### src/hw/rtl/uer_pkg.sv
// shared types and constants of the ultrasonic echo ranger
package uer_pkg;

    localparam int TIME_W     = 16;
    localparam int SPEED_W    = 6;
    localparam int CFG_IDX_W  = 1;
    localparam int CFG_DATA_W = 16;
    localparam int IN_DATA_W  = 24;
    localparam int OUT_DATA_W = 40;

    localparam int SER_W     = 16;
    localparam int SER_CNT_W = $clog2(SER_W);
    localparam int MCAND_W   = 20;
    localparam int PROD_W    = 36;
    localparam int QUO_W     = 16;
    localparam int DIST_W    = 11;
    localparam int CM_W      = 12;
    localparam int MILLI_W   = 10;

    localparam logic CMD_TICK = 1'b0;
    localparam logic CMD_ECHO = 1'b1;

    localparam logic [CFG_IDX_W-1:0] CFG_TRIGGER_PERIOD = 1'd0;
    localparam logic [CFG_IDX_W-1:0] CFG_SOUND_SPEED    = 1'd1;

    localparam logic [TIME_W-1:0]  PERIOD_RESET  = 16'd3000;
    localparam logic [TIME_W-1:0]  PERIOD_MIN    = 16'd3;
    localparam logic [SPEED_W-1:0] SPEED_RESET   = 6'd33;
    localparam logic [MCAND_W-1:0] US_PER_SECOND = 20'd1000000;
    localparam logic [QUO_W-1:0]   PULSE_MAX     = 16'hFFFF;
    localparam int                 DIST_DIVISOR  = 2000;

    typedef enum logic [2:0] {
        ST_IDLE,
        ST_MUL_US,
        ST_DIV_US,
        ST_MUL_DIST,
        ST_DIV_DIST,
        ST_DONE
    } state_t;

endpackage

### src/hw/rtl/uer_smul.sv
// bit-serial shift-add multiplier, one multiplier bit per cycle, msb first
module uer_smul
    import uer_pkg::*;
(
    input  logic               clk,
    input  logic               rst_n,
    input  logic               start,
    input  logic [SER_W-1:0]   a,
    input  logic [MCAND_W-1:0] b,
    output logic               done,
    output logic [PROD_W-1:0]  prod
);

    logic                 busy_reg, busy_next;
    logic                 done_reg, done_next;
    logic [SER_CNT_W-1:0] cnt_reg, cnt_next;
    logic [SER_W-1:0]     a_reg, a_next;
    logic [MCAND_W-1:0]   b_reg, b_next;
    logic [PROD_W-1:0]    acc_reg, acc_next;

    always_comb
    begin
        busy_next = busy_reg;
        done_next = 1'b0;
        cnt_next  = cnt_reg;
        a_next    = a_reg;
        b_next    = b_reg;
        acc_next  = acc_reg;
        if (start)
        begin
            busy_next = 1'b1;
            cnt_next  = SER_CNT_W'(SER_W - 1);
            a_next    = a;
            b_next    = b;
            acc_next  = '0;
        end
        else if (busy_reg)
        begin
            acc_next = {acc_reg[PROD_W-2:0], 1'b0}
                     + (a_reg[SER_W-1] ? PROD_W'(b_reg) : '0);
            a_next   = {a_reg[SER_W-2:0], 1'b0};
            cnt_next = cnt_reg - 1'b1;
            if (cnt_reg == '0)
            begin
                busy_next = 1'b0;
                done_next = 1'b1;
            end
        end
    end

    always_ff @(posedge clk or negedge rst_n)
    begin
        if (!rst_n)
        begin
            busy_reg <= 1'b0;
            done_reg <= 1'b0;
        end
        else
        begin
            busy_reg <= busy_next;
            done_reg <= done_next;
        end
    end

    always_ff @(posedge clk)
    begin
        cnt_reg <= cnt_next;
        a_reg   <= a_next;
        b_reg   <= b_next;
        acc_reg <= acc_next;
    end

    assign done = done_reg;
    assign prod = acc_reg;

endmodule

### src/hw/rtl/uer_sdiv.sv
// bit-serial restoring divider, one quotient bit per cycle, with quotient overflow flag
module uer_sdiv
    import uer_pkg::*;
#(
    parameter int DEN_W = 16
)
(
    input  logic              clk,
    input  logic              rst_n,
    input  logic              start,
    input  logic [PROD_W-1:0] num,
    input  logic [DEN_W-1:0]  den,
    output logic              done,
    output logic [QUO_W-1:0]  quo,
    output logic              ovf,
    output logic [DEN_W-1:0]  rem
);

    localparam int CNT_W = $clog2(PROD_W);

    logic              busy_reg, busy_next;
    logic              done_reg, done_next;
    logic [CNT_W-1:0]  cnt_reg, cnt_next;
    logic [PROD_W-1:0] num_reg, num_next;
    logic [DEN_W-1:0]  den_reg, den_next;
    logic [DEN_W-1:0]  rem_reg, rem_next;
    logic [QUO_W-1:0]  quo_reg, quo_next;
    logic              ovf_reg, ovf_next;
    logic [DEN_W:0]    trial;
    logic [DEN_W:0]    diff;
    logic              ge;

    assign trial = {rem_reg, num_reg[PROD_W-1]};
    assign diff  = trial - {1'b0, den_reg};
    assign ge    = trial >= {1'b0, den_reg};

    always_comb
    begin
        busy_next = busy_reg;
        done_next = 1'b0;
        cnt_next  = cnt_reg;
        num_next  = num_reg;
        den_next  = den_reg;
        rem_next  = rem_reg;
        quo_next  = quo_reg;
        ovf_next  = ovf_reg;
        if (start)
        begin
            busy_next = 1'b1;
            cnt_next  = CNT_W'(PROD_W - 1);
            num_next  = num;
            den_next  = den;
            rem_next  = '0;
            quo_next  = '0;
            ovf_next  = 1'b0;
        end
        else if (busy_reg)
        begin
            rem_next = ge ? diff[DEN_W-1:0] : trial[DEN_W-1:0];
            quo_next = {quo_reg[QUO_W-2:0], ge};
            ovf_next = ovf_reg | quo_reg[QUO_W-1];
            num_next = {num_reg[PROD_W-2:0], 1'b0};
            cnt_next = cnt_reg - 1'b1;
            if (cnt_reg == '0)
            begin
                busy_next = 1'b0;
                done_next = 1'b1;
            end
        end
    end

    always_ff @(posedge clk or negedge rst_n)
    begin
        if (!rst_n)
        begin
            busy_reg <= 1'b0;
            done_reg <= 1'b0;
        end
        else
        begin
            busy_reg <= busy_next;
            done_reg <= done_next;
        end
    end

    always_ff @(posedge clk)
    begin
        cnt_reg <= cnt_next;
        num_reg <= num_next;
        den_reg <= den_next;
        rem_reg <= rem_next;
        quo_reg <= quo_next;
        ovf_reg <= ovf_next;
    end

    assign done = done_reg;
    assign quo  = quo_reg;
    assign ovf  = ovf_reg;
    assign rem  = rem_reg;

endmodule

### src/hw/rtl/ultrasonic_echo_ranger.sv
// top level of the ultrasonic echo ranger: trigger timebase, echo pairing and range sequencer
//
// Every item gives exactly one result item. A timebase tick, and an echo edge that does not
// close a pulse, have their result loaded into the output register on the
// accepting edge, and the next item can be taken at the following edge only if that result
// leaves at the same edge; a waiting result holds off the input. A falling edge that closes
// a pulse starts the range sequence: the bit-serial multiplier forms ticks * 1000000, the
// bit-serial restoring divider divides it by CAPTURE_TICKS_PER_SECOND (one quotient bit per
// bit of the 36-bit numerator), the multiplier forms sound_speed * pulse_us, the divider
// divides that by 2000, and the result is loaded into the output register once that register
// is free; no new item is taken until that result is in the output register, so the next
// item can be taken in the cycle after at the earliest.
// Pulse width is ticks * 1000000 / CAPTURE_TICKS_PER_SECOND, saturated at 65535 us; the
// distance is sound_speed * pulse_us / 2000 as whole cm and thousandths.
module ultrasonic_echo_ranger
    import uer_pkg::*;
#(
    parameter int CAPTURE_TICKS_PER_SECOND = 62500
)
(
    input  logic                  clk,
    input  logic                  rst_n,
    input  logic                  s_tvalid,
    output logic                  s_tready,
    input  logic [IN_DATA_W-1:0]  s_tdata,   // capture_time, edge_rising
    input  logic                  s_tuser,   // command
    output logic                  m_tvalid,
    input  logic                  m_tready,
    output logic [OUT_DATA_W-1:0] m_tdata,   // trigger_level, pulse_us, distance_cm, distance_milli
    output logic                  m_tuser,   // measurement_valid
    input  logic                  cfg_we,
    input  logic [CFG_IDX_W-1:0]  cfg_index,
    input  logic [CFG_DATA_W-1:0] cfg_data
);

    localparam int CTPS_W = $clog2(CAPTURE_TICKS_PER_SECOND + 1);
    localparam int DEN_W  = (CTPS_W > DIST_W) ? CTPS_W : DIST_W;

    state_t state_reg, state_next;

    logic [TIME_W-1:0]  trigger_period_reg;
    logic [SPEED_W-1:0] sound_speed_reg;
    logic [TIME_W-1:0]  tick_counter_reg, tick_counter_next;
    logic [TIME_W-1:0]  start_time_reg, start_time_next;
    logic               await_falling_reg, await_falling_next;
    logic               trigger_reg, trigger_next;

    logic               out_valid_reg, out_valid_next;
    logic               out_trigger_reg;
    logic               out_meas_reg;
    logic [QUO_W-1:0]   out_pulse_reg;
    logic [CM_W-1:0]    out_cm_reg;
    logic [MILLI_W-1:0] out_milli_reg;

    logic [QUO_W-1:0]   pulse_reg;
    logic [CM_W-1:0]    cm_reg;
    logic [MILLI_W-1:0] milli_reg;

    logic [TIME_W-1:0]  capture_time;
    logic               edge_rising;
    logic               command;
    logic               accept;
    logic               slot_free;
    logic               closes_pulse;
    logic [TIME_W-1:0]  period_eff;
    logic [TIME_W-1:0]  tick_inc;
    logic [TIME_W-1:0]  ticks;

    logic               load_now;
    logic               load_done;
    logic               mul_start;
    logic               div_start;
    logic [SER_W-1:0]   mul_a;
    logic [MCAND_W-1:0] mul_b;
    logic               mul_done;
    logic [PROD_W-1:0]  mul_prod;
    logic [DEN_W-1:0]   div_den;
    logic               div_done;
    logic [QUO_W-1:0]   div_quo;
    logic               div_ovf;
    logic [DEN_W-1:0]   div_rem;
    logic [QUO_W-1:0]   pulse_sat;

    assign capture_time = s_tdata[TIME_W-1:0];
    assign edge_rising  = s_tdata[TIME_W];
    assign command      = s_tuser;

    assign slot_free    = !out_valid_reg || m_tready;
    assign accept       = s_tvalid && s_tready;
    assign closes_pulse = (command == CMD_ECHO) && !edge_rising && await_falling_reg;
    assign ticks        = capture_time - start_time_reg;
    assign pulse_sat    = div_ovf ? PULSE_MAX : div_quo;

    // trigger timebase
    assign period_eff = (trigger_period_reg < PERIOD_MIN) ? PERIOD_MIN : trigger_period_reg;
    assign tick_inc   = tick_counter_reg + 1'b1;

    always_comb
    begin
        tick_counter_next  = tick_counter_reg;
        trigger_next       = trigger_reg;
        start_time_next    = start_time_reg;
        await_falling_next = await_falling_reg;
        if (accept)
        begin
            if (command == CMD_TICK)
            begin
                if (tick_inc == 16'd1)
                    trigger_next = 1'b1;
                if (tick_inc == 16'd2)
                    trigger_next = 1'b0;
                tick_counter_next = (tick_inc >= period_eff) ? '0 : tick_inc;
            end
            else if (edge_rising)
            begin
                if (!await_falling_reg)
                begin
                    start_time_next    = capture_time;
                    await_falling_next = 1'b1;
                end
            end
            else
            begin
                await_falling_next = 1'b0;
            end
        end
    end

    // sequencer next state
    always_comb
    begin
        state_next = state_reg;
        case (state_reg)
            ST_IDLE:
            begin
                if (accept && closes_pulse)
                    state_next = ST_MUL_US;
            end
            ST_MUL_US:
            begin
                if (mul_done)
                    state_next = ST_DIV_US;
            end
            ST_DIV_US:
            begin
                if (div_done)
                    state_next = ST_MUL_DIST;
            end
            ST_MUL_DIST:
            begin
                if (mul_done)
                    state_next = ST_DIV_DIST;
            end
            ST_DIV_DIST:
            begin
                if (div_done)
                    state_next = ST_DONE;
            end
            ST_DONE:
            begin
                if (slot_free)
                    state_next = ST_IDLE;
            end
            default:
            begin
                state_next = ST_IDLE;
            end
        endcase
    end

    // sequencer outputs
    always_comb
    begin
        s_tready  = 1'b0;
        load_now  = 1'b0;
        load_done = 1'b0;
        mul_start = 1'b0;
        div_start = 1'b0;
        mul_a     = ticks;
        mul_b     = US_PER_SECOND;
        div_den   = DEN_W'(CAPTURE_TICKS_PER_SECOND);
        case (state_reg)
            ST_IDLE:
            begin
                s_tready  = slot_free;
                load_now  = accept && !closes_pulse;
                mul_start = accept && closes_pulse;
            end
            ST_MUL_US:
            begin
                div_start = mul_done;
            end
            ST_DIV_US:
            begin
                mul_start = div_done;
                mul_a     = pulse_sat;
                mul_b     = MCAND_W'(sound_speed_reg);
            end
            ST_MUL_DIST:
            begin
                div_start = mul_done;
                div_den   = DEN_W'(DIST_DIVISOR);
            end
            ST_DIV_DIST:
            begin
                div_den = DEN_W'(DIST_DIVISOR);
            end
            ST_DONE:
            begin
                load_done = slot_free;
            end
            default:
            begin
                s_tready = 1'b0;
            end
        endcase
    end

    uer_smul u_smul (
        .clk   (clk),
        .rst_n (rst_n),
        .start (mul_start),
        .a     (mul_a),
        .b     (mul_b),
        .done  (mul_done),
        .prod  (mul_prod)
    );

    uer_sdiv #(
        .DEN_W (DEN_W)
    ) u_sdiv (
        .clk   (clk),
        .rst_n (rst_n),
        .start (div_start),
        .num   (mul_prod),
        .den   (div_den),
        .done  (div_done),
        .quo   (div_quo),
        .ovf   (div_ovf),
        .rem   (div_rem)
    );

    always_comb
    begin
        out_valid_next = out_valid_reg;
        if (load_now || load_done)
            out_valid_next = 1'b1;
        else if (m_tready)
            out_valid_next = 1'b0;
    end

    always_ff @(posedge clk or negedge rst_n)
    begin
        if (!rst_n)
        begin
            state_reg          <= ST_IDLE;
            trigger_period_reg <= PERIOD_RESET;
            sound_speed_reg    <= SPEED_RESET;
            tick_counter_reg   <= '0;
            start_time_reg     <= '0;
            await_falling_reg  <= 1'b0;
            trigger_reg        <= 1'b0;
            out_valid_reg      <= 1'b0;
        end
        else
        begin
            state_reg         <= state_next;
            tick_counter_reg  <= tick_counter_next;
            start_time_reg    <= start_time_next;
            await_falling_reg <= await_falling_next;
            trigger_reg       <= trigger_next;
            out_valid_reg     <= out_valid_next;
            if (cfg_we)
            begin
                case (cfg_index)
                    CFG_TRIGGER_PERIOD: trigger_period_reg <= cfg_data[TIME_W-1:0];
                    CFG_SOUND_SPEED:    sound_speed_reg    <= cfg_data[SPEED_W-1:0];
                    default:            trigger_period_reg <= trigger_period_reg;
                endcase
            end
        end
    end

    // result payload
    always_ff @(posedge clk)
    begin
        if (state_reg == ST_DIV_US && div_done)
            pulse_reg <= pulse_sat;
        if (state_reg == ST_DIV_DIST && div_done)
        begin
            cm_reg    <= div_quo[CM_W-1:0];
            milli_reg <= div_rem[MILLI_W:1];
        end
        if (load_now)
        begin
            out_trigger_reg <= trigger_next;
            out_meas_reg    <= 1'b0;
            out_pulse_reg   <= '0;
            out_cm_reg      <= '0;
            out_milli_reg   <= '0;
        end
        else if (load_done)
        begin
            out_trigger_reg <= trigger_reg;
            out_meas_reg    <= 1'b1;
            out_pulse_reg   <= pulse_reg;
            out_cm_reg      <= cm_reg;
            out_milli_reg   <= milli_reg;
        end
    end

    assign m_tvalid = out_valid_reg;
    assign m_tuser  = out_meas_reg;
    assign m_tdata  = {1'b0, out_milli_reg, out_cm_reg, out_pulse_reg, out_trigger_reg};

endmodule

### config.mk
export PLATFORM = sky130hd
export DESIGN_NAME = ultrasonic_echo_ranger
export DESIGN_NICKNAME = d
export VERILOG_FILES = /design/src/hw/rtl/uer_pkg.sv /design/src/hw/rtl/uer_smul.sv /design/src/hw/rtl/uer_sdiv.sv /design/src/hw/rtl/ultrasonic_echo_ranger.sv
export SDC_FILE = /design/constraint.sdc
export NUM_CORES = 1
export LEC_CHECK = 0
export BUFFER_PORTS_ARGS = -buffer_cell sky130_fd_sc_hd__buf_4
export CAP_MARGIN = 0
export CORE_MARGIN = 2
export CORE_UTILIZATION = 30
export CTS_BUF_LIST = sky130_fd_sc_hd__clkbuf_4
export DETAILED_ROUTE_END_ITERATION = 8
export HOLD_SLACK_MARGIN = 0.05
export PLACE_DENSITY = 0.54
export SLEW_MARGIN = 30
export SYNTH_ARGS = -nofsm -noshare
export SYNTH_HDL_FRONTEND = slang
export SYNTH_SLANG_ARGS = --single-unit
### constraint.sdc
create_clock -name clk -period 2.8 [get_ports clk]
set_clock_uncertainty 0.05 [all_clocks]
set_input_delay 0.14 -clock clk [delete_from_list [all_inputs] [get_ports clk]]
set_output_delay 0.14 -clock clk [all_outputs]
set_load 0.02 [all_outputs]
=== Word level (Yosys, flattened, before mapping) ===
Index checks and enable logic that the tools add are counted.
Widths: inputs -> output; s select.

* Register bits: 309
* Input port bits: 47
* Output and inout port bits: 43
* Logic and storage cells: 129

* Add/subtract/negate cells: 6
* Order comparisons: 3
* Eq/ne operators: 13
* Multiplexer cells: 45
* Bitwise logic cells: 4
* Reduce and logical (&&, ||, !) cells: 27

{| class="wikitable"
|+ Operators by type and width
! cell !! number
|-
| $mux 16 || 8
|-
| $mux 36 || 2
|-
| $mux 20 || 2
|-
| $add 36x36->36 || 1
|-
| $sub 16x16->16 || 2
|-
| $mux 1 || 25
|-
| $mux 3 || 6
|-
| $pmux 3 s6 || 1
|-
| $ge 17x16->1 || 1
|-
| $add 16x1->16 const B || 1
|-
| $eq 16x1->1 const B || 1
|-
| $eq 16x2->1 const B || 1
|-
| $ge 16x16->1 || 1
|-
| $lt 16x2->1 const B || 1
|-
| $ne 2x1->1 const B || 4
|-
| $reduce_and 2->1 || 4
|-
| $reduce_bool 2->1 || 4
|-
| $logic_and 1x1->1 || 7
|-
| $eq 3x2->1 const B || 2
|-
| $eq 3x3->1 const B || 2
|-
| $logic_not 6->1 || 1
|-
| $reduce_and 6->1 || 1
|-
| $sub 6x1->6 const B || 1
|-
| $logic_not 4->1 || 1
|-
| other kinds (11) || 18
|}

=== Longest topological paths before layout ===
Gate-level depths: netlist (run 1).

* Depth in word-level cells: 8
* Mapped depth: 15
* Depth with buffers taken out: 13

=== By module ===
A second synthesis (run 1) with hierarchy kept.

* Cell total of the unflattened synthesis: 1543
* Area, all modules: 15723.8 um^2

{| class="wikitable"
|+ Modules (own cells, without submodules)
! module !! times used !! cells each !! area each (um^2) !! seq. area each (um^2)
|-
| ultrasonic_echo_ranger || 1 || 712 || 6885.4 || 3464.6
|-
| uer_sdiv || 1 || 409 || 4598.2 || 2392.3
|-
| uer_smul || 1 || 422 || 4240.3 || 1931.9
|}

=== Least setup slack after synthesis (run 1) ===
Ideal clock, no wire load.

* Path type: register to register
* Start: register tick_counter_reg[9]
* End: register tick_counter_reg[5]
* Data arrival time: 2.894 ns
* Required time: 2.672 ns
* Path slack: -0.222 ns
* Stages on the path, launching flop included: 16
* Clock period less this slack: 3.022 ns
* Path through: dfrtp_1 > clkbuf_1 > nand3_1 > or2_2 > nor3_1 > xnor2_1 > inv_1 > ha_1 > a21o_1 > a21o_1 > a21oi_1 > o21ai_0 > a21o_1 > or2_0 > clkbuf_1 > o2bb2ai_1

* Cells in the longest elaborated chain, start to end: 3

{| class="wikitable"
|+ RTL lines
! element !! line !! source
|-
| start, declared || ultrasonic_echo_ranger.sv:43 || <nowiki>logic [TIME_W-1:0] tick_counter_reg, tick_counter_next;</nowiki>
|-
| start signal, assigned || ultrasonic_echo_ranger.sv:268 || <nowiki>tick_counter_reg <= tick_counter_next;</nowiki>
|-
| $add 16x1->16 || ultrasonic_echo_ranger.sv:96 || <nowiki>assign tick_inc = tick_counter_reg + 1'b1;</nowiki>
|-
| $ge 16x16->1 || ultrasonic_echo_ranger.sv:112 || <nowiki>tick_counter_next = (tick_inc >= period_eff) ? '0 : tick_inc;</nowiki>
|-
| $mux 16 || ultrasonic_echo_ranger.sv:112 ||
|}

Every way passes these cells.
A chain may end at the register's enable or synchronous reset.

=== Final worst setup path (run 1) ===
* Start: register tick_counter_reg[0]
* End: register tick_counter_reg[5]

* Cells in the longest elaborated chain, start to end: 3

{| class="wikitable"
|+ RTL lines
! element !! line
|-
| $add 16x1->16 (*) || ultrasonic_echo_ranger.sv:96
|-
| $ge 16x16->1 || ultrasonic_echo_ranger.sv:112
|-
| $mux 16 (*) || ultrasonic_echo_ranger.sv:112
|}

Every way passes the cells marked *; elsewhere a longest branch is shown, timed or not.

==> metrics list, run 1 <==
- The tree is rooted in a clkbuf_4.
- The share of synthesized area in the top cell type comes to 21.5%.
- Counting both buffers and inverters, the worst setup path holds a total of 1.
* Total die area: 0.0482 sq mm
- Setup repair after global routing could not meet its margin everywhere.
* Maximum buffer depth of the clock tree: 3
* Num Clock Sinks: 282
* Crit path launch type: register
- For this configuration, the core starts out at a cell density of 30.2%.
* Number of failing setup endpoints in the final timing report: 11
- Power density over cell area: 983 mW/mm^2
- Num CTS Buffers: 80
- Total instance count after detailed placement: 2,185
* Critical path's largest stage delay: 0.42 ns
- CP Max Fanout: 6
* Met1 usage in global routing: 18.6%
- Data arrives at the worst endpoint at 3.48 ns.
- The biggest area contributor in the post-synthesis netlist is edfxtp_1.
- Count of nets after finishing: 1,870
* Site Rows: 79
* Initial antenna violation count: 2
* Met2 Resource Use GR: 23.1%
- Crit path max-delay family: simple AND/OR/NAND/NOR gates
- In the synthesized netlist, the number of instances is 1,469.
* Result of the run: complete, but fails checks
- Synthesis produced a netlist with a net count of 1,579.
- Category of the most critical setup path: register to register
- Cell-by-cell trace of the critical path: ha_4, nand2_1, buf_4, or3_1, nand2_1, ha_1, o21ai_0, a211oi_2, a21o_1, or2_4, o2bb2ai_2
* Ports: 90
- Post-route total power: 18.2 mW
- Post-Synthesis Cell Area: 0.0140 sq mm
* Worst rel slew slack: 51.6%
- Clock edge transition at the registers on the reported setup and hold paths: 0.07 ns
- The H-tree was split into 3 levels.
- Data required, critical path: 3.38 ns
- Routability-driven placement finished with a final weighted congestion of 0.842.
* Remaining antenna violation count: 0
- Post-synth top flop: dfxtp_1
* Worst setup slack after layout: -0.0937 ns
* Leading cell types by total area after synthesis: edfxtp_1 22%, dfxtp_1 17%, dfrtp_1 9.9%
- Detailed Routing Iterations Pass 1: 4
- The most common cell in the synthesized netlist is nand2_1.
- In the global route stage, met3 resource usage came out at 3.30%.
* Count of placed standard cells in the final layout, fillers left out: 2,433
* Distinct cell type count after synthesis: 75
- Initial DRC count: 426
* Element type at the critical path end: register
- After detailed routing, the number of remaining DRC violations is 0.
* Leak: 7.92 nW
- Timing analysis after detailed placement gives a worst setup slack of -0.234 ns.
* TritonCTS clock tree: built
- In this run the worst hold path is classified as input port to register.
- In this run the mean area of a mapped cell was 9.50 sq um.
- Vias in the first global route: 11,200
* Max-cap violation count: 0
- Core outline area: 0.0463 sq mm
* Actual slew at the worst max-slew pin: 0.726 ns
- The slowest stage of the critical path belongs to the cell dfrtp_2.
- By instance count, the cell type seen most on the critical path is nand2_1.
* Post-route clock period utilization: 103%
- Die Ht: 220 microns
* Fraction of final layout cells with drive strength greater than 1: 27.4%
- Most heavily used metal layer in global routing: met2
* Routed WL: 34,400 microns
* Violations in the final reports: negative setup slack
- In the routed layout, each cell is associated on average with a via count of 4.68.
- Counting instances in the post-synthesis netlist gives the leading cell types as 281 x nand2_1, 118 x dfxtp_1, 104 x a21oi_1.
- Overflow after GRT: 0
- Global-route wire length before repair: 55,900 microns
- Number of synthesized flops with an enable pin: 100
- Post-synth ARST share: 22.7%
- Buffers placed on the I/O ports in this run total 81.
* Detail-routed net length per standard cell: 14.2 microns
* Number of slew-limit violations in the final report: 0
* Clk Latency, worst-skew pair: 0.77 ns
* X dimension of the die: 220 microns
- Yosys warning total: 0
- DPL Wire Length: 22,600 microns
* Number of hold violations in the final report: 0
- In the global route stage, overall resource usage came out at 14.3%.
- The detailed router placed 11,400 vias in this run.
- Timing would allow up to 0.346 GHz.
- Area Overhead vs Synth: 32.9%
- The worst-case IR drop observed on VDD is 0.382 mV.
- FF+latch count, synth: 282
- Sequential elements use 50.0% of the synthesized area.
* Maximum number of pins on one net before global-route repair: 60
- Final worst path period need: 2.89 ns
==> cell families after synthesis <==
| group | count (synthesis) | share of synthesized area (%) |
|---|---|---|
| xor+xnor | 71 | 4.46 |
| fa+ha+maj | 63 | 5.76 |
| other cells | 1 | 0.0269 |
| buf+inv | 143 | 4.08 |
| simple gates | 552 | 18.2 |
| mux | 57 | 4.30 |
| flops | 282 | 50.0 |
| compound gates | 300 | 13.2 |
==> timing repair <==
item | 4_1_cts | 5_1_grt
pin swaps | 10 | 38
hold endpoints to repair | 173 | 0
setup endpoints to repair | 20 | 40
hold buffers | 83 | 0
resized for setup | 25 | 106
setup buffers | 5 | 12
cloned | 0 | 1
==> cells in the final DEF (no fill, tap or decap), types with 20 or more instances in the layout <==
master,n
nand2_1,279
buf_4,191
clkbuf_4,131
dfxtp_1,118
a21oi_1,101
edfxtp_1,100
nor2_1,92
dlygate4sd3_1,82
o21ai_0,73
inv_1,63
ha_1,54
dfrtp_1,47
xnor2_1,38
mux2i_1,34
xor2_1,27
mux2_2,23
a21o_1,20
==> through the flow <==
stage | TNS [ns] | utilization (%) | cell area [sq um] | hold WS [ns]
detailed placement | -2.02 | 34.3 | 15900 | 0.264
finish | -0.524 | 40.1 | 18500 | 0.133
global route | -2.77 | 40.1 | 18500 | 0.0371
floorplan | 0 | - | 14000 | -0.206
CTS | -0.00111 | 38.8 | 17900 | 0.0530
global placement | -1.15 | 34.3 | 15900 | 0.257
==> worst register-to-register path, delay by kind of cell (launching register included) <==
kind,cells,cell delay [ns]
compound gates,4,0.77
fa+ha+maj,2,0.46
buf+inv,1,0.16
flops,1,0.42
simple gates,4,0.94
==> layout make-up <==
| type | count | area (sq um) |
|---|---|---|
| Tap cell | 607 | 759 |
| Clock inverter | 13 | 101 |
| Multi-Input combinational cell | 1044 | 7020 |
| Inverter | 67 | 255 |
| Fill cell | 4575 | 27700 |
| Clock buffer | 131 | 983 |
| Timing Repair Buffer | 285 | 2420 |
| Sequential cell | 282 | 6990 |
| Antenna cell | 4 | 10.0 |
==> metal layers <==
metal / wire length, microns / up-vias / part of all wire (%)
met5: 0 / - / 0
met4: 977 / 0 / 2.8
met3: 1370 / 69 / 4.0
met2: 15700 / 196 / 46
met1: 16400 / 5375 / 48
li1: - / 5753 / -
==> where the power goes <==
| group | switching, mW | internal (mW) |
|---|---|---|
| logic | 4.00 | 3.69 |
| registers | 0.951 | 5.56 |
| clock network | 1.82 | 2.21 |
==> path summary, 6_finish.rpt <==
| check | start | endpoint | slack [ns] | depth (start not counted) |
|---|---|---|---|---|
| max in group asynchronous | rst_n | tick_counter_reg[1] | 1.84 | 4 |
| min reg2reg | out_milli_reg[6] | out_milli_reg[6] | 0.40 | 2 |
| max reg2reg | tick_counter_reg[0] | tick_counter_reg[5] | -0.09 | 11 |
| min in group asynchronous | rst_n | trigger_period_reg[11] | 0.46 | 3 |
| min | s_tdata[6] | start_time_reg[6] | 0.13 | 3 |
| max | tick_counter_reg[0] | tick_counter_reg[5] | -0.09 | 11 |
No activity file was read; power rests on OpenSTA's default activity.
==> inputs of run 2 (changes only) <==
--- a/config.mk
+++ b/config.mk
@@ -13,7 +13,7 @@
 export DETAILED_ROUTE_END_ITERATION = 8
 export HOLD_SLACK_MARGIN = 0.05
 export PLACE_DENSITY = 0.54
-export SLEW_MARGIN = 30
 export SYNTH_ARGS = -nofsm -noshare
 export SYNTH_HDL_FRONTEND = slang
+export SYNTH_HIERARCHICAL = 1
 export SYNTH_SLANG_ARGS = --single-unit
==> metrics list, run 2 <==
- The critical path in this run is classified as register to register.
* X dimension of the die: 233 microns (+6.0%)
- Worst hold path stage count: 4 (+1)
- Effective utilization at floorplan: 30.5% (+0.30 points)
- The total of flip-flops plus latches after synthesis came to 309 (+9.6%).
- Violations in the final reports: negative setup slack
- The count of different cell masters after synthesis came to 96 (+28%).
- The number of max-cap violations came to 0 (unchanged).
- In the layout the commonest cells are 196 x nand2_1, 173 x buf_4, 134 x clkbuf_4, 127 x edfxtp_1, 118 x dfxtp_1.
- Worst rel slew slack: 51.7% (+0.16 points)
- The DRC violations left came to 0 (unchanged).
* H-Tree Depth: 3 (unchanged)
* Maximum number of pins on one net before global-route repair: 68 (+13%)
- Post-route clock period utilization: 101% (-1.9 points)
* Total instance count after detailed placement: 2,332 (+6.7%)
* Worst setup slack after layout: -0.0409 ns (+0.0529 ns)
* Initial DRC count: 557 (+31%)
* Number of synthesized flops with an enable pin: 127 (+27%)
* Remaining antenna violation count: 0 (unchanged)
- Maximum buffer depth of the clock tree: 3 (unchanged)
* Overflow after GRT: 0 (unchanged)
- Maximum clock frequency: 0.352 GHz (+1.9%)
* Root Buffer Master: clkbuf_4
* Count of placed standard cells in the final layout, fillers left out: 2,621 (+7.7%)
- The number of buffers inserted by port buffering came to 81 (unchanged).
- The overall global routing resource usage is 15.0% (+0.64 points).
- The maximum fanout encountered on the critical timing path came to 5 (-1).
* Actual slew at the worst max-slew pin: 0.722 ns (-0.00389 ns)
* Vias/cell: 4.75 (+1.5%)
- In the synthesized netlist, the cells that appear most often are 196 x nand2_1, 127 x edfxtp_1, 118 x dfxtp_1.
- Leak: 8.43 nW (+6.4%)
* Die Ht: 233 microns (+6.0%)
- The critical path arrival was 3.51 ns (+0.03 ns).
- The die footprint was 0.0543 sq mm (+12%).
* Area Overhead vs Synth: 29.3%
* Crit path launch type: register
* Routed WL: 40,700 microns (+18%)
- The post-place setup slack came to -0.198 ns (+0.0360 ns).
* Initial antenna violation count: 2 (unchanged)
- Placer's final routability congestion estimate: 0.874 (+3.9%)
- Result of the run: complete, but fails checks
- Worst-case register-to-register setup slack: -0.04 ns (+0.05 ns)
- Switching portion of total power: 37.9% (+0.85 points)
- The area of the core was 0.0516 sq mm (+12%).
- The length of the first detailed-routing pass in iterations was 5 (+1).
- The number of clock sinks seen by CTS came to 309 (+9.6%).
* Num CTS Buffers: 87 (+8.8%)
- Post-Synthesis Cell Area: 0.0157 sq mm (+13%)
- The estimated wirelength of the detail-placed design is 26,900 microns (+19%).
- Clk Latency, worst-skew pair: 0.82 ns (+0.05 ns)
* Util after Layout: 39.4% (-0.69 points)
* TritonCTS clock tree: built
- Ports: 90 (unchanged)
- Data required, critical path: 3.47 ns (+0.09 ns)
- The global-route wire length before repair came to 64,100 microns (+15%).
* Post-synth top flop: edfxtp_1
* Vias after detailed routing: 12,500 (+9.4%)
- Proportion of power drawn by combinational gates: 42.5% (+0.3 points)
* Synthesized area per cell: 10.2 sq um (+7.3%)
- Number of slew-limit violations in the final report: 0 (unchanged)
* Gate count of the mapped netlist: 1,543 (+5.0%)
- Internal Dissipation: 12.3 mW (+7.3%)
* Clock edge transition at the registers on the reported setup and hold paths: 0.07 ns (about the same)
- The length in cells of the worst reg-to-reg path was 12 (+1).
- The share of power burned in the clock network is 21.4% (-0.7 points).
- Yosys warning total: 6 (+6)
- Leading cell types by total area after synthesis: edfxtp_1 24%, dfxtp_1 15%, dfrtp_1 8.8%
- The minimum clock period after layout is 2.84 ns (-0.0529 ns).
- Top cell type by total area after synthesis: edfxtp_1
- The post-synthesis async set-or-reset flop share is 20.7% (-2.0 points).
- Net switching power figure: 7.53 mW (+11%)
- Sequential share of power: 36.1% (+0.4 points)
* Detail-routed net length per standard cell: 15.5 microns (+9.7%)
- Site Rows: 83 (+5.1%)
* Most frequent cell after synthesis: nand2_1
* Number of hold violations in the final report: 0 (unchanged)
- The number of nets at the end of the flow was 1,987 (+6.3%).
- The highest ir drop seen on vdd came to 0.441 mV (+15%).
- Number of failing setup endpoints in the final timing report: 16 (+5)
* Most common library cell in the layout ignoring fill and taps: nand2_1
- The proportion of netlist area held by the largest area contributor came to 24.3% (+2.7 points).
- Vias in the first global route: 12,300 (+10%)
- Post-synthesis sequential area ratio: 49.5% (-0.48 points)
- Setup repair after global routing missed its margin: true
- Power density over cell area: 976 mW/mm^2 (-0.76%)
- Type of the most critical hold path: input port to register
* Element type at the critical path end: register
* Fraction of final layout cells with drive strength greater than 1: 25.4% (-2.0 points)
-- run 2: changes by cell type after synthesis, moves of 9 or more --
cell and delta:
mux2_2 +38, clkbuf_1 -21, a211oi_1 -10, edfxtp_1 +27, nand2b_1 +9, and2_1 +16
nor3_1 -9, inv_1 +15, a22o_1 +11, nand2_1 -85, ha_1 +11
-- run 2: kinds of logic after synthesis --
kind of cell | share of synthesized area [%]
compound gates | 13.8
xor+xnor | 3.67
fa+ha+maj | 6.11
buf+inv | 4.15
flops | 49.5
mux | 6.74
other cells | 0.0478
simple gates | 16.0
-- run 2: repair_timing --
item | CTS | global route
resized for setup | 21 | 29
endpoints found under the hold margin | 178 | 0
pin swaps | 14 | 15
endpoints found under the setup margin | 38 | 36
buffers inserted | 2 | 4
hold buffers | 119 | 0
-- run 2: cell type report --
cell class / instances / area [sq um]
fillers: 5031 / 31300
flip-flops and latches: 309 / 7790
multi-input cells: 1088 / 7630
repair buffers: 296 / 2580
clock buffers: 134 / 1010
well taps: 680 / 851
inverters: 83 / 319
clock inverters: 30 / 146
diodes: 1 / 2.50
-- run 2: critical path, stage by stage (launching register included) --
cell	delay [ns]
dfrtp_2	0.43
nand4_4	0.16
nor2_2	0.16
nand4_1	0.17
xnor2_2	0.26
ha_1	0.28
a21o_1	0.18
a21o_1	0.18
a211oi_2	0.17
o21ai_1	0.08
a21o_1	0.20
or2_4	0.27
o21ai_2	0.12
-- run 2: power groups by stage --
stage,registers (mW),clock network (mW),logic (mW)
3_5_place_dp,7.22,0,7.99
6_report,7.15,4.25,8.44
3_3_place_gp,7.19,0,7.87
2_1_floorplan,7.24,0,5.39
4_1_cts,7.15,4.45,8.30
5_1_grt,7.32,4.68,9.37
-- run 2: final timing paths --
check	to	from
max reg2reg	tick_counter_reg[7]	tick_counter_reg[1]
min in group asynchronous	trigger_period_reg[9]	rst_n
min reg2reg	out_pulse_reg[3]	out_pulse_reg[3]
max in group asynchronous	u_sdiv/busy_reg	rst_n
min	tick_counter_reg[10]	s_tuser
max	tick_counter_reg[7]	tick_counter_reg[1]
-- run 2: layer usage --
layer  part of all wire [%]  wire, microns  vias to the layer above  GRT usage, %
li1                       -              -                     6163             -
met1                     46          18900                     5962          19.3
met2                     46          18600                      255          24.1
met3                    4.6           1860                       80          3.24
met4                    3.3           1350                        2          6.63
met5                  0.032             13                        -             0
-- run 2: per-stage QoR --
| step | hold slack, ns | total power [mW] | setup TNS (ns) | area (sq um) |
|---|---|---|---|---|
| global route | 0.162 | 21.4 | -2.15 | 20300 |
| global placement | 0.269 | 15.1 | -4.43 | 17700 |
| CTS | 0.184 | 19.9 | 0 | 20200 |
| detailed placement | 0.284 | 15.2 | -3.89 | 17700 |
| floorplan | -0.206 | 12.6 | -0.0447 | 15800 |
| finish | 0.219 | 19.8 | -0.388 | 20300 |
